===== src/tilt_angle_kalman_filter_top_macros.svh =====
// assertion macros for the tilt filter
`ifndef TILT_ANGLE_KALMAN_FILTER_TOP_MACROS_SVH
`define TILT_ANGLE_KALMAN_FILTER_TOP_MACROS_SVH

// same-cycle implication
`define TAK_ASSERT_IMPLY(lbl, ante, cons) \
  lbl: assert property (@(posedge clk) disable iff (rst) (ante) |-> (cons)) \
    else $error("tak assertion failed");

// next-cycle implication
`define TAK_ASSERT_NEXT(lbl, ante, cons) \
  lbl: assert property (@(posedge clk) disable iff (rst) (ante) |=> (cons)) \
    else $error("tak assertion failed");

`endif


===== src/tak_pkg.sv =====
`default_nettype none
package tak_pkg;

  localparam int FRAC_BITS_DEF    = 16;
  localparam int CORDIC_STEPS_DEF = 16;
  localparam int REG_W            = 31;
  localparam int IDX_W            = 8;

  localparam logic [REG_W-1:0] TIME_STEP_RST   = 31'd655;
  localparam logic [REG_W-1:0] MEAS_NOISE_RST  = 31'd19661;
  localparam logic [REG_W-1:0] ANGLE_NOISE_RST = 31'd66;
  localparam logic [REG_W-1:0] GYRO_NOISE_RST  = 31'd197;

  localparam logic [IDX_W-1:0] REG_TIME_STEP   = 8'd0;
  localparam logic [IDX_W-1:0] REG_MEAS_NOISE  = 8'd1;
  localparam logic [IDX_W-1:0] REG_ANGLE_NOISE = 8'd2;
  localparam logic [IDX_W-1:0] REG_GYRO_NOISE  = 8'd3;

  localparam logic signed [31:0] SAT_MAX = 32'sh7FFFFFFF;
  localparam logic signed [31:0] SAT_MIN = 32'sh80000000;

  localparam logic signed [35:0] PI_Q30 = 36'sd3373259426;

  function automatic logic signed [31:0] sat33(input logic signed [32:0] s);
    logic signed [31:0] r;
    if (s[32] != s[31]) r = s[32] ? SAT_MIN : SAT_MAX;
    else r = s[31:0];
    return r;
  endfunction

  function automatic logic signed [31:0] add_s(input logic signed [31:0] a,
                                               input logic signed [31:0] b);
    logic signed [32:0] s;
    s = {a[31], a} + {b[31], b};
    return sat33(s);
  endfunction

  function automatic logic signed [31:0] sub_s(input logic signed [31:0] a,
                                               input logic signed [31:0] b);
    logic signed [32:0] s;
    s = {a[31], a} - {b[31], b};
    return sat33(s);
  endfunction

  // atan(2^-i) in q30
  function automatic logic signed [35:0] atan_q30(input logic [4:0] i);
    logic signed [35:0] r;
    unique case (i)
      5'd0:  r = 36'sd843314857;
      5'd1:  r = 36'sd497837829;
      5'd2:  r = 36'sd263043837;
      5'd3:  r = 36'sd133525159;
      5'd4:  r = 36'sd67021687;
      5'd5:  r = 36'sd33543516;
      5'd6:  r = 36'sd16775851;
      5'd7:  r = 36'sd8388437;
      5'd8:  r = 36'sd4194283;
      5'd9:  r = 36'sd2097149;
      5'd10: r = 36'sd1048576;
      5'd11: r = 36'sd524288;
      5'd12: r = 36'sd262144;
      5'd13: r = 36'sd131072;
      5'd14: r = 36'sd65536;
      5'd15: r = 36'sd32768;
      5'd16: r = 36'sd16384;
      5'd17: r = 36'sd8192;
      5'd18: r = 36'sd4096;
      5'd19: r = 36'sd2048;
      5'd20: r = 36'sd1024;
      5'd21: r = 36'sd512;
      5'd22: r = 36'sd256;
      5'd23: r = 36'sd128;
      5'd24: r = 36'sd64;
      default: r = 36'sd0;
    endcase
    return r;
  endfunction

endpackage
`default_nettype wire


===== src/tak_mul.sv =====
`default_nettype none
module tak_mul #(
  parameter int FRAC_BITS = tak_pkg::FRAC_BITS_DEF
) (
  input  wire logic               clk,
  input  wire logic signed [31:0] a,
  input  wire logic signed [31:0] b,
  output logic signed [31:0]      y
);
  import tak_pkg::*;

  logic signed [63:0] prod;
  logic [63:0] mag;
  logic [63:0] m;

  always_ff @(posedge clk) begin
    prod <= a * b;
  end

  // round half away from zero, then saturate
  always_comb begin
    mag = prod[63] ? 64'(-prod) : 64'(prod);
    m = (mag + (64'd1 << (FRAC_BITS - 1))) >> FRAC_BITS;
    if (prod[63]) begin
      if (m > 64'h80000000) y = SAT_MIN;
      else y = 32'(64'd0 - m);
    end else begin
      if (m > 64'h7FFFFFFF) y = SAT_MAX;
      else y = m[31:0];
    end
  end

endmodule
`default_nettype wire


===== config.mk =====
export PLATFORM = sky130hd
export DESIGN_NAME = tak_mul
export DESIGN_NICKNAME = d
export VERILOG_FILES = /design/src/tilt_angle_kalman_filter_top_macros.svh /design/src/tak_pkg.sv /design/src/tak_mul.sv
export SDC_FILE = /design/constraint.sdc
export NUM_CORES = 2
export LEC_CHECK = 0
export BUFFER_PORTS_ARGS = -buffer_cell sky130_fd_sc_hd__buf_2
export CAP_MARGIN = 20
export CORE_MARGIN = 4
export CORE_UTILIZATION = 40
export CTS_CLUSTER_DIAMETER = 120
export DETAILED_ROUTE_END_ITERATION = 12
export GPL_ROUTABILITY_DRIVEN = 0
export GPL_TIMING_DRIVEN = 0
export HOLD_SLACK_MARGIN = 0.08
export PLACE_DENSITY = 0.54
export SLEW_MARGIN = 5
export SYNTH_ARGS = -nofsm -noshare
export SYNTH_HDL_FRONTEND = slang
export SYNTH_SLANG_ARGS = --single-unit
export TNS_END_PERCENT = 100

===== constraint.sdc =====
create_clock -name clk -period 22.1 [get_ports clk]
set_input_delay 1.105 -clock clk [delete_from_list [all_inputs] [get_ports clk]]
set_output_delay 1.105 -clock clk [all_outputs]
set_load 0.05 [all_outputs]

==> impl_metrics.yaml <==
clocking:
  cts_tree: "yes"
  cts.htree.levels: 3
  post_cts_resized: 0
  cts_buffers: 9
  hold_buffers: 0
  cts_setup_buffers: 0
  clk_transition_reported_paths_ps: 50
  root_buffer: "clkbuf_16"
  cts_buffer_depth: 2
  cts.sinks: 64
timing:
  max-slew-margin-rel_pct: 13.03
  setup_viol: 0
  period_needed_ps: 11760
  min_period_over_period_pct: 53.23
  tightestPinTransition_ps: 1305
  final_hold_viol_count: 0
  fmax_mhz: 85.01
  final_max_slew_viol_count: 0
  whs_ps: 1200
  rsz0062_at_grt: "no"
  setup-tns-final_ps: 0
grt:
  grt_max_degree: 23
  grt_pass1_wl_um: 233500
  grt_usage_pct: 29.32
  grt_overflow_total: 0
  use_met2_pct: 46.35
  grt_pass1_vias: 35380
  gr-usage-met3_pct: 6.207
  antenna_found_initial: 21
  grt_use_met1_pct: 38.64
  grt_busiest_layer: "met2"
detailed_routing:
  wl_per_cell_um: 25.46
  firstDrtPassIters: 5
  wl_um: 156200
  drt_iter0_markers: 3145
  drtAntennaViolNets: 0
  vias: 33400
  drc: 0
  vias_per_cell: 5.441
layout:
  drive_above_1_share_pct: 3.940
  reg.largest.list: "prod x64"
  area.growth.synth_to_final_pct: 6.351
  nets: 6075
  largest_register_ffs: 64
  fillCellCount: 10460
  multi_input_area_um2: 35560
  regArea_um2: 1281
  largest-register: "prod"
worst_setup_path:
  start_kind: "flop"
  path_class: "reg -> out"
  critical_path.max_fanout: 10
  crit_arrival_ps: 10660
  critPathRequiredTime_ps: 21000
  startpoint: "prod[63]"
  worst_setup_path_end_kind: "primary output"
die:
  die_y_um: 331.0
  die_w_um: 331.0
  initial_core_util_pct: 40.33
  die-area_um2: 109600
  ioPinCount: 97
  fp-row-count: 118
  coreArea_um2: 103500
logic_synthesis:
  syn_area_um2: 41740
  synth_edf_count: 0
  synthCells: 4627
  synthesis.nets: 5961
  avgSynthCellArea_um2: 9.022
  synth_cell_type_count: 86
  async_flop_share_pct: 0
  yosysSeqAreaShare_pct: 3.069
  synth_seq_cells: 64
  ys_dominant_reg_cell: "dfxtp_1"
  yosysWarnings: 0
hold_path:
  min_from: "a[0]"
  whs_path_depth: 2
  min_to: "prod[0]"
  min_path_type: "in -> reg"
placed_design:
  numPortBuffers: 96
  dpl.hpwl_um: 129600
run_status:
  outcome: "completed"
job:
  max_cap_violations: 0
[area by class of cell]
type                       instances  share of cell area (%)
antenna                           12                 0.06764
buffer                           251                   2.224
clock buffer                       9                  0.5073
clock inverter                     7                  0.2170
inverter                        1045                   8.835
multi-input combinational       3267                   80.09
sequential                        64                   2.886
tap                             1380                   3.889
timing repair buffer             103                   1.285
[metal layers]
metal	routed length (µm)	vias up
li1	-	14030
met1	60630	17280
met2	69920	1671
met3	15900	411
met4	9768	4
met5	27	-
[cell families after synthesis]
family | count (synthesis) | synth area share (%)
AO/OA/AOI/OAI | 370 | 6.372
XOR/XNOR | 148 | 3.105
adder cells (fa/ha/maj) | 1269 | 57.49
buffers and inverters | 1296 | 11.76
flip-flops | 64 | 3.069
multiplexers | 16 | 0.3926
AND/OR/NAND/NOR | 1464 | 17.80
[worst max path at each step]
stage                          end  slack (ps)
after floorplan              y[13]       12410
after global placement    prod[63]       10320
after detailed placement  prod[63]       10320
after CTS                    y[19]       10620
after global routing         y[19]        9420
final                        y[19]       10340
[per-stage QoR]
step                      instance area [µm²]  worst slack (ps)  std cells  util (%)
after floorplan                         41740             12410       4627         -
after global placement                  43950             10320       6103     42.47
after detailed placement                43970             10320       6104     42.48
after CTS                               44290             10620       6120     42.79
after global routing                    44370              9424       6126     42.87
final                                   44400             10340       6138     42.90
[synthesized netlist by cell type (18+ instances only)]
library cell / instances / area, µm²
nand3_1: 27 / 135.1
nand4_1: 32 / 200.2
dfxtp_1: 64 / 1281
or4_1: 18 / 135.1
inv_1: 1044 / 3919
clkbuf_1: 226 / 848.3
a21o_1: 45 / 337.8
xor2_1: 54 / 473.0
nor3_1: 54 / 270.3
a31oi_1: 19 / 118.9
ha_1: 187 / 2340
nand2b_1: 22 / 137.6
o21ai_0: 55 / 275.3
and2_1: 494 / 3090
nor2_1: 112 / 420.4
nor4_1: 19 / 118.9
fa_1: 1082 / 21660
o22ai_1: 22 / 137.6
a21oi_1: 75 / 375.4
nand2_1: 591 / 2218
xnor2_1: 94 / 823.3
[critical path: stages, from the launching register on]
cell and delay, ps:
dfxtp_1 390, clkbuf_1 480, buf_2 380, clkbuf_1 530
buf_1 640, buf_1 480, clkbuf_1 410, buf_1 520
clkbuf_1 470, clkbuf_1 570, nand2_1 140, xnor2_1 180
ha_1 240, nand2_1 90, nor3_1 150, mux2i_1 240
and2_1 260, clkbuf_1 260, nor4_1 670, a21oi_1 190
o221a_2 300, a2111oi_2 460, nand4_1 320, o41ai_2 750
a21oi_1 280, buf_2 270, a211oi_1 320, buf_2 340
[cells in the final DEF, fill, tap and decap left out, drive strengths merged, types with 59 or more instances in the layout]
master and n:
fa 1082, inv 1045, nand2 591, and2 494
clkbuf 235, ha 187, buf 128, nor2 112
xnor2 94, a21oi 75, dfxtp 64, o21ai 60
nor3 59
Power is left out: the tool's default activity adds up to more than one toggle a clock period on the data nets, which glitch-free logic cannot reach.
