==> config.mk <==
export PLATFORM = sky130hd
export DESIGN_NAME = tak_div
export DESIGN_NICKNAME = d
export VERILOG_FILES = /design/src/tilt_angle_kalman_filter_top_macros.svh /design/src/tak_pkg.sv /design/src/tak_div.sv
export SDC_FILE = /design/constraint.sdc
export NUM_CORES = 1
export LEC_CHECK = 0
export BUFFER_PORTS_ARGS = -buffer_cell sky130_fd_sc_hd__buf_2
export CORE_AREA = 4 4 184 132
export DETAILED_ROUTE_END_ITERATION = 12
export DIE_AREA = 0 0 188 136
export GPL_ROUTABILITY_DRIVEN = 0
export GPL_TIMING_DRIVEN = 0
export PLACE_DENSITY = 0.57
export SYNTH_ARGS = -nofsm -noshare
export SYNTH_HDL_FRONTEND = slang
export SYNTH_SLANG_ARGS = --single-unit
==> constraint.sdc <==
create_clock -name clk -period 7.5 [get_ports clk]
set_input_delay 1.5 -clock clk [delete_from_list [all_inputs] [get_ports clk]]
set_output_delay 1.5 -clock clk [all_outputs]
set_load 0.01 [all_outputs]
==> src/tilt_angle_kalman_filter_top_macros.svh <==
// assertion macros for the tilt filter
`ifndef TILT_ANGLE_KALMAN_FILTER_TOP_MACROS_SVH
`define TILT_ANGLE_KALMAN_FILTER_TOP_MACROS_SVH

// same-cycle implication
`define TAK_ASSERT_IMPLY(lbl, ante, cons) \
  lbl: assert property (@(posedge clk) disable iff (rst) (ante) |-> (cons)) \
    else $error("tak assertion failed");

// next-cycle implication
`define TAK_ASSERT_NEXT(lbl, ante, cons) \
  lbl: assert property (@(posedge clk) disable iff (rst) (ante) |=> (cons)) \
    else $error("tak assertion failed");

`endif

==> src/tak_pkg.sv <==
`default_nettype none
package tak_pkg;

  localparam int FRAC_BITS_DEF    = 16;
  localparam int CORDIC_STEPS_DEF = 16;
  localparam int REG_W            = 31;
  localparam int IDX_W            = 8;

  localparam logic [REG_W-1:0] TIME_STEP_RST   = 31'd655;
  localparam logic [REG_W-1:0] MEAS_NOISE_RST  = 31'd19661;
  localparam logic [REG_W-1:0] ANGLE_NOISE_RST = 31'd66;
  localparam logic [REG_W-1:0] GYRO_NOISE_RST  = 31'd197;

  localparam logic [IDX_W-1:0] REG_TIME_STEP   = 8'd0;
  localparam logic [IDX_W-1:0] REG_MEAS_NOISE  = 8'd1;
  localparam logic [IDX_W-1:0] REG_ANGLE_NOISE = 8'd2;
  localparam logic [IDX_W-1:0] REG_GYRO_NOISE  = 8'd3;

  localparam logic signed [31:0] SAT_MAX = 32'sh7FFFFFFF;
  localparam logic signed [31:0] SAT_MIN = 32'sh80000000;

  localparam logic signed [35:0] PI_Q30 = 36'sd3373259426;

  function automatic logic signed [31:0] sat33(input logic signed [32:0] s);
    logic signed [31:0] r;
    if (s[32] != s[31]) r = s[32] ? SAT_MIN : SAT_MAX;
    else r = s[31:0];
    return r;
  endfunction

  function automatic logic signed [31:0] add_s(input logic signed [31:0] a,
                                               input logic signed [31:0] b);
    logic signed [32:0] s;
    s = {a[31], a} + {b[31], b};
    return sat33(s);
  endfunction

  function automatic logic signed [31:0] sub_s(input logic signed [31:0] a,
                                               input logic signed [31:0] b);
    logic signed [32:0] s;
    s = {a[31], a} - {b[31], b};
    return sat33(s);
  endfunction

  // atan(2^-i) in q30
  function automatic logic signed [35:0] atan_q30(input logic [4:0] i);
    logic signed [35:0] r;
    unique case (i)
      5'd0:  r = 36'sd843314857;
      5'd1:  r = 36'sd497837829;
      5'd2:  r = 36'sd263043837;
      5'd3:  r = 36'sd133525159;
      5'd4:  r = 36'sd67021687;
      5'd5:  r = 36'sd33543516;
      5'd6:  r = 36'sd16775851;
      5'd7:  r = 36'sd8388437;
      5'd8:  r = 36'sd4194283;
      5'd9:  r = 36'sd2097149;
      5'd10: r = 36'sd1048576;
      5'd11: r = 36'sd524288;
      5'd12: r = 36'sd262144;
      5'd13: r = 36'sd131072;
      5'd14: r = 36'sd65536;
      5'd15: r = 36'sd32768;
      5'd16: r = 36'sd16384;
      5'd17: r = 36'sd8192;
      5'd18: r = 36'sd4096;
      5'd19: r = 36'sd2048;
      5'd20: r = 36'sd1024;
      5'd21: r = 36'sd512;
      5'd22: r = 36'sd256;
      5'd23: r = 36'sd128;
      5'd24: r = 36'sd64;
      default: r = 36'sd0;
    endcase
    return r;
  endfunction

endpackage
`default_nettype wire

==> src/tak_div.sv <==
`default_nettype none
module tak_div #(
  parameter int FRAC_BITS = tak_pkg::FRAC_BITS_DEF
) (
  input  wire logic               clk,
  input  wire logic               rst,
  input  wire logic               start,
  input  wire logic signed [31:0] num,
  input  wire logic signed [31:0] den,
  output logic                    busy,
  output logic signed [31:0]      quo
);
  import tak_pkg::*;

  localparam int NB    = 32 + FRAC_BITS;
  localparam int CNT_W = $clog2(NB + 1);

  logic [NB-1:0]    sh;
  logic [31:0]      rem;
  logic [31:0]      dmag;
  logic             neg;
  logic [CNT_W-1:0] cnt;
  logic [32:0]      rem_sh;
  logic             ge;
  logic [31:0]      nmag;
  logic [NB-32:0]   hi;

  assign nmag   = num[31] ? 32'(-num) : 32'(num);
  assign rem_sh = {rem, sh[NB-1]};
  assign ge     = rem_sh >= {1'b0, dmag};
  assign hi     = sh[NB-1:31];

  always_ff @(posedge clk) begin
    if (rst) begin
      busy <= 1'b0;
      cnt  <= '0;
    end else if (start) begin
      busy <= 1'b1;
      cnt  <= CNT_W'(NB);
      sh   <= {nmag, {FRAC_BITS{1'b0}}};
      rem  <= '0;
      dmag <= den[31] ? 32'(-den) : 32'(den);
      neg  <= num[31] ^ den[31];
    end else if (busy) begin
      rem  <= ge ? 32'(rem_sh - {1'b0, dmag}) : rem_sh[31:0];
      sh   <= {sh[NB-2:0], ge};
      cnt  <= cnt - 1'b1;
      if (cnt == CNT_W'(1)) busy <= 1'b0;
    end
  end

  always_comb begin
    if (neg) begin
      if (hi > (NB-31)'(1) || (hi == (NB-31)'(1) && sh[30:0] != '0)) quo = SAT_MIN;
      else quo = 32'(32'd0 - sh[31:0]);
    end else begin
      if (hi != '0) quo = SAT_MAX;
      else quo = sh[31:0];
    end
  end

endmodule
`default_nettype wire

==> results.py <==
metrics = {
    "status": {
        "outcome": "completed",
    },
    "pwr": {
        "ir_drop_v": 0.000168,
        "power_density_nw_per_um2": 222,
        "totalPowerFinal_mw": 2.32,
        "power.static_leakage_nw": 4.07,
    },
    "cts": {
        "cts-buffers-inserted": 17,
        "cts-root-buf": "sky130_fd_sc_hd__clkbuf_16",
        "clkLatencyLatePin_ns": 0.43,
        "tritoncts": "yes",
        "cts_hold_buf": 0,
        "cts-root-to-sink-buffers": 2,
        "clk_pin_slew_worst_paths_ns": 0.06,
        "cts_setup_buffers": 0,
        "clock_sink_count": 120,
        "cts_repair_resize_count": 0,
        "cts-htree-levels": 4,
    },
    "floorplan": {
        "ios": 100,
        "initial_util": 0.395,
        "die_y_um": 136,
        "core.rowCount": 46,
        "die-width_um": 188,
        "design.core.area_sq_um": 22500,
        "die-area_sq_um": 25600,
    },
    "sta": {
        "finClkSkew_ns": 0.00987,
        "setup_repair_after_global_routing_missed_its_margin": "no",
        "finalSetupViolCount": 0,
        "max_clock_freq_mhz": 173,
        "timing.slew.headroom": 0.276,
        "timing.setup.tns_ns": 0,
        "worst_slack_ns": 1.72,
        "period_share": 0.770,
        "worst_slew_pin_slew_ns": 1.08,
        "fin_crit_ns": 5.78,
        "report.final.hold_viol_count": 0,
        "max_slew_violation_total_from_the_final_report": 0,
    },
    "finish": {
        "n_fill_cell": 2193,
        "post_route_cells_drive_above_1_share": 0.149,
        "final_net_count": 1223,
        "layout-area-overhead-vs-synth_pct": 17.6,
        "diodes_inserted": 0,
    },
    "grt": {
        "grt_start_max_net_pins": 30,
        "grt_pass1_wl_um": 38600,
        "grt_util_all_layers": 0.190,
        "first_global_vias": 6958,
        "grt_remaining_overflow": 0,
        "antenna_found_initial": 1,
    },
    "logic_synthesis": {
        "number_of_enable_type_register_cells_in_the_synthesized_netlist": 113,
        "total_standard_cell_area_after_synthesis_sq_um": 8890,
        "postSynthNetCount": 1103,
        "synth_ff_type": "sky130_fd_sc_hd__edfxtp_1",
        "ys_seq_area_frac": 0.397,
        "syn_area_per_cell_sq_um": 8.91,
        "synth.distinct_cells": 71,
        "synth-seq-cells": 120,
        "ys.warnings.count": 0,
        "post_synth_inst_count": 998,
        "async_flop_share": 0,
    },
    "worst_setup_path": {
        "critPathCaptureType": "primary output",
        "crit_arrival_ns": 4.28,
        "worstSetupStartpointType": "flop",
        "cp_class": "reg2out",
        "worst-endpoint-required_ns": 6.00,
        "worstPathMaxFanout": 10,
    },
    "route": {
        "vias_per_cell": 5.41,
        "finalWirelength_um": 24500,
        "remaining_design_rule_violation_count": 0,
        "detail_route.iter0.violations": 767,
        "dr.pass1.iters": 5,
        "detail_route.wl_per_cell_um": 17.0,
        "routed-via-count": 7803,
        "ant_nets": 0,
    },
    "place": {
        "placement.io_buffers": 98,
        "detailed_placement_wirelength_estimate_um": 18500,
        "worst_setup_timing_slack_at_the_placement_stage_ns": 2.20,
    },
    "hold_path": {
        "worstHoldPathType": "reg2reg",
    },
    "job": {
        "cap_viol_max_count": 0,
    },
}
[cell usage in the layout, fill, tap and decap left out, types with 24 or more instances in the layout]
master / netlist / final
sky130_fd_sc_hd__nor2_1: 119 / 118
sky130_fd_sc_hd__edfxtp_1: 113 / 113
sky130_fd_sc_hd__buf_2: 4 / 102
sky130_fd_sc_hd__nand2_1: 89 / 89
sky130_fd_sc_hd__a21oi_1: 88 / 88
sky130_fd_sc_hd__inv_1: 65 / 65
sky130_fd_sc_hd__xnor2_1: 52 / 52
sky130_fd_sc_hd__o21ai_0: 49 / 49
sky130_fd_sc_hd__xor2_1: 40 / 40
sky130_fd_sc_hd__ha_1: 37 / 37
sky130_fd_sc_hd__clkbuf_1: 33 / 36
sky130_fd_sc_hd__nor3_1: 28 / 28
sky130_fd_sc_hd__mux2i_1: 24 / 24
[sequential cells by signal (all words and copies together) (netlist names)]
| signal | cells |
|---|---|
| sh | 48 |
| rem | 32 |
| neg | 1 |
| busy | 1 |
| cnt | 6 |
| dmag | 32 |
[cell type report]
cell class                 count  area, sq um  share of cell area
timing repair buffer         101          551              0.0526
clock inverter                12          176              0.0169
multi-input combinational    761         4870               0.465
buffer                        51          260              0.0249
tap                          312          390              0.0373
clock buffer                  20          437              0.0417
sequential                   120         3530               0.338
inverter                      66          248              0.0237
[path summary, 6_finish.rpt]
kind	start	to	slack [ns]	cells past startpoint
worst max register to register	dmag[1]$_DFFE_PP_	rem[9]$_SDFFCE_PP0P_	3.13	12
worst max-delay path	sh[0]$_SDFFCE_PP0P_	quo[15]	1.72	14
worst min-delay path	cnt[1]$_SDFFE_PP0P_	cnt[1]$_SDFFE_PP0P_	0.51	2
worst min register to register	cnt[1]$_SDFFE_PP0P_	cnt[1]$_SDFFE_PP0P_	0.51	2
[power breakdown]
part,total [mW],internal [mW],switching [mW]
combinational,0.602,0.244,0.359
sequential,0.848,0.810,0.0381
clock,0.871,0.556,0.315
total,2.32,1.61,0.712
[cell families after synthesis]
logic type               share of synthesized area
buffers and inverters                       0.0571
AND/OR/NAND/NOR                              0.193
AO/OA/AOI/OAI                                0.179
multiplexers                                0.0283
flip-flops                                   0.397
XOR/XNOR                                    0.0906
adder cells (fa/ha/maj)                     0.0543
[Yosys cell counts, drive strengths merged, types with 15 or more instances]
library cell    n  share of area
nor2          119          0.050
edfxtp        113           0.38
nand2          90          0.038
a21oi          88          0.050
inv            66          0.028
xnor2          52          0.051
o21ai          50          0.028
xor2           40          0.039
clkbuf         39          0.020
ha             37          0.052
nor3           29          0.017
mux2i          24          0.027
o31ai          23          0.019
nor2b          20          0.014
or3            20          0.016
o41ai          15          0.016
or4            15          0.013
[per-stage QoR]
stage               std cells   util  cell area [sq um]  hold slack (ns)
finish                   1443  0.465              10500            0.512
global route             1443  0.465              10500            0.560
CTS                      1443  0.465              10500            0.518
detailed placement       1411  0.438               9850            0.509
global placement         1408  0.434               9780            0.491
floorplan                 998      -               8890            0.469
[metal layers]
metal  wire length (um)  vias to the layer above  GRT usage
met5                 13                        -          0
met4                190                        2     0.0420
met3               1540                       19     0.0434
met2               9750                      234      0.259
met1              13000                     3675      0.302
li1                   -                     3873          -
[critical path, cell delays in order, from the launching register on]
cell	delay, ns
sky130_fd_sc_hd__edfxtp_1	0.43
sky130_fd_sc_hd__inv_1	0.16
sky130_fd_sc_hd__ha_1	0.23
sky130_fd_sc_hd__or3b_2	0.52
sky130_fd_sc_hd__or4_1	0.51
sky130_fd_sc_hd__nor3_2	0.28
sky130_fd_sc_hd__nand2_2	0.17
sky130_fd_sc_hd__o31ai_1	0.23
sky130_fd_sc_hd__nand2b_1	0.10
sky130_fd_sc_hd__buf_6	0.15
sky130_fd_sc_hd__inv_2	0.10
sky130_fd_sc_hd__nand2_1	0.10
sky130_fd_sc_hd__buf_4	0.19
sky130_fd_sc_hd__o311ai_0	0.46
sky130_fd_sc_hd__buf_2	0.22
Power figures use the tool's default switching activity.
